--- src/rtl/core/lru_ram.sv ---
// generic single-port-write, single-port-read ram with registered read data
// no dependencies

module lru_ram #(
  parameter int WIDTH = 8,
  parameter int DEPTH = 256
) (
  input  logic                     clk_i,
  input  logic                     we_i,
  input  logic [$clog2(DEPTH)-1:0] waddr_i,
  input  logic [WIDTH-1:0]         wdata_i,
  input  logic                     re_i,
  input  logic [$clog2(DEPTH)-1:0] raddr_i,
  output logic [WIDTH-1:0]         rdata_o
);

  logic [WIDTH-1:0] mem_q [DEPTH];
  logic [WIDTH-1:0] rdata_q;

  // write port
  always_ff @(posedge clk_i) begin
    if (we_i) begin
      mem_q[waddr_i] <= wdata_i;
    end
  end

  // read port, data held while no read is issued
  always_ff @(posedge clk_i) begin
    if (re_i) begin
      rdata_q <= mem_q[raddr_i];
    end
  end

  assign rdata_o = rdata_q;

endmodule
--- config.mk ---
export PLATFORM = sky130hd
export DESIGN_NAME = lru_ram
export DESIGN_NICKNAME = d
export VERILOG_FILES = /design/src/rtl/core/lru_ram.sv
export SDC_FILE = /design/constraint.sdc
export NUM_CORES = 2
export LEC_CHECK = 0
export BUFFER_PORTS_ARGS = -buffer_cell sky130_fd_sc_hd__buf_2
export CORE_ASPECT_RATIO = 1.25
export CORE_UTILIZATION = 38
export DETAILED_ROUTE_END_ITERATION = 6
export MAX_ROUTING_LAYER = met4
export PLACE_DENSITY = 0.55
export REMOVE_ABC_BUFFERS = 1
export SLEW_MARGIN = 5
export SYNTH_ARGS = -nofsm -noshare
export SYNTH_HDL_FRONTEND = slang
export SYNTH_SLANG_ARGS = --single-unit
--- constraint.sdc ---
create_clock -name clk_i -period 7.59 [get_ports clk_i]
set_input_delay 1.518 -clock clk_i [delete_from_list [all_inputs] [get_ports clk_i]]
set_output_delay 1.518 -clock clk_i [all_outputs]
set_load 0.005 [all_outputs]
==> metrics.yaml <==
outcome:
  status: "finished, final reports clean"
die:
  placementRows: 187
  initial_core_util_pct: 38.29
  die_y_um: 513.8
  die_x_um: 411.5
  io_pins: 35
  dieArea_mm2: 0.2114
  core_mm2: 0.2080
route:
  first_pass_iters: 6
  ant_nets: 0
  wl_per_cell_um: 30.65
  dr.first_iter.drc_count: 3865
  drcViolationCount: 0
  wl_um: 205300
  vias: 37970
  vias_per_cell: 5.669
layout:
  layout_common_cells: "edfxtp_1, mux4_2, nor2_1, clkbuf_16, mux2i_1"
  layout-drive-gt1-share_pct: 21.35
  final_common_cell: "edfxtp_1"
  stdcell_count: 6698
  nNetsFinal: 3831
  area_delta_synth_final_pct: 11.40
  fill_cells: 17800
critical_path:
  ff2ff_path_depth: 7
  crit_start: "raddr_i[0]"
  r2r_setup_slack_ns: 4.38
  cp-end-kind: "register"
  endpoint: "rdata_o[4]$_DFFE_PP_"
  r2r_end: "rdata_o[4]$_DFFE_PP_"
  start_kind: "primary input"
  worst-setup-path-type: "primary input to register"
  arrival_ns: 5.41
  reg2reg_from: "mem_q[96][4]$_DFFE_PP_"
  crit_fanout: 63
  worstPathRequired_ns: 8.14
clock_tree:
  ctsResizeCount: 0
  cts_tree: "yes"
  cts.sinks: 2056
  cts.reportedPaths.clkPinSlew_ns: 0.06
  clk_latency_ns: 0.82
  post_cts_buffers: 0
  cts_buffers: 186
  clock_path_buffers: 3
  hold_buffers: 0
  h-tree-depth: 4
  cts_root_buffer: "clkbuf_16"
synthesis:
  syn-cell-area_mm2: 0.07964
  yosysTopAreaCellShare_pct: 77.53
  syn_area_per_cell_um2: 21.33
  synth_ff_type: "edfxtp_1"
  synth_warnings: 0
  seq_area_frac_synth_pct: 77.53
  ys_seq_elements: 2056
  yosysTopAreaCell: "edfxtp_1"
  synthTopCellsByArea: "edfxtp_1, mux4_2, mux2i_1"
  ys_types: 54
  netlist_instances: 3733
  synth_edf_count: 2056
  ys_async_sr_fraction_pct: 0
sta:
  period_share_pct: 64.03
  maxSlewHeadroom_pct: 5.562
  setup_viol: 0
  rsz0062_at_grt: "false"
  hold_viol_final: 0
  skew_ns: 0.02660
  min_period_ns: 4.860
  worstMarginPinSlew_ns: 1.417
  final_max_slew_viol_count: 0
  timing.setup.tns_ns: 0
  fmax_ghz: 0.2058
pwr:
  max-vdd-ir-drop_v: 0.0001857
  report.power.total_mw: 22.90
  cellLeakagePower_nw: 26.81
  p_per_area_mw_per_mm2: 258.2
global_routing:
  grtUsageTotal_pct: 20.07
  grt_start_max_net_pins: 193
  grt-ovfl-total: 0
  first_global_vias: 39150
  antenna_found_initial: 4
  grt_pass1_wl_um: 295000
worst_hold_path:
  holdCritPathClass: "primary input to register"
placement:
  routabilityCongestion: 0.8085
  place_hpwl_um: 125400
  dp.cells: 6356
  portBuffers: 34
flow_run:
  cap_violations: 0
## synthesized netlist by cell type (all sizes together), types with 6 or more instances
library cell and count:
mux4 456, nand3 34, nand2 33, nand2b 8, nor3 22, a22o 8
mux2i 134, nor2b 31, o211ai 10, buf 122, nor2 282, and2 6
clkbuf 111, a21oi 96, a221oi 14, o22ai 28, edfxtp 2056, a22oi 133
nand4 10, a211oi 16, o221ai 47, o21ai 12, nor4 27
## flip-flops by register name, summed over array words and instances (netlist names)
| name | count |
|---|---|
| mem_q | 2048 |
| rdata_o | 8 |
## worst max-delay path, stage by stage
cell	delay, ns
buf_8	0.49
buf_12	0.47
mux4_2	0.58
nor2b_1	0.15
a211oi_1	0.52
nor3_1	0.15
nor4_1	0.99
buf_4	0.25
nor4_1	0.05
## layer usage
metal | global-route usage [%] | part of all wire (%) | vias to the layer above
li1 | - | - | 15830
met1 | 25.74 | 41 | 20630
met2 | 33.12 | 51 | 1218
met3 | 2.885 | 5.1 | 289
met4 | 5.999 | 3.0 | 0
met5 | - | 0 | -
## stage by stage
stage	setup slack, ns	hold slack [ns]	utilization [%]	instance area, um2
6_report	2.730	1.135	42.65	88720
3_3_place_gp	1.527	1.132	39.81	82810
5_1_grt	2.602	1.111	42.65	88710
4_1_cts	2.594	1.089	42.65	88710
2_1_floorplan	3.579	0.8573	-	78190
3_5_place_dp	1.704	1.148	39.82	82830
## worst min-delay path by stage
stage | to | from | cells past startpoint
floorplan | rdata_o[5]$_DFFE_PP_ | mem_q[32][5]$_DFFE_PP_ | 6
CTS | mem_q[18][3]$_DFFE_PP_ | wdata_i[3] | 1
detailed placement | rdata_o[0]$_DFFE_PP_ | mem_q[242][0]$_DFFE_PP_ | 5
finish | mem_q[16][3]$_DFFE_PP_ | wdata_i[3] | 1
global placement | rdata_o[1]$_DFFE_PP_ | mem_q[51][1]$_DFFE_PP_ | 5
global route | mem_q[19][3]$_DFFE_PP_ | wdata_i[3] | 1
## power breakdown
group | internal (mW) | switching (mW)
clock network | 5.17 | 4.08
registers | 12.5 | 0.0173
logic | 0.370 | 0.749
total | 18.1 | 4.85
## cell type report
type / instances / area (um2) / share of cell area [%]
clock buffer: 239 / 4981 / 5.614
sequential: 2056 / 61740 / 69.59
inverter: 2 / 7.507 / 0.008462
timing repair buffer: 116 / 1129 / 1.272
clock inverter: 99 / 893.4 / 1.007
tap: 2740 / 3428 / 3.864
antenna: 4 / 10.01 / 0.01128
multi-input combinational: 1442 / 16530 / 18.63
## cell families (layout without fill, tap and decap cells)
| group | after synthesis | count (layout) | synth area share [%] |
|---|---|---|---|
| other | 0 | 4 | 0 |
| muxes | 591 | 591 | 14.60 |
| and+or+nand+nor | 466 | 466 | 2.625 |
| DFF | 2056 | 2056 | 77.53 |
| buffers and inverters | 235 | 456 | 1.829 |
| AOI/OAI and AO/OA | 385 | 385 | 3.416 |
No activity file was read; power rests on OpenSTA's default activity.
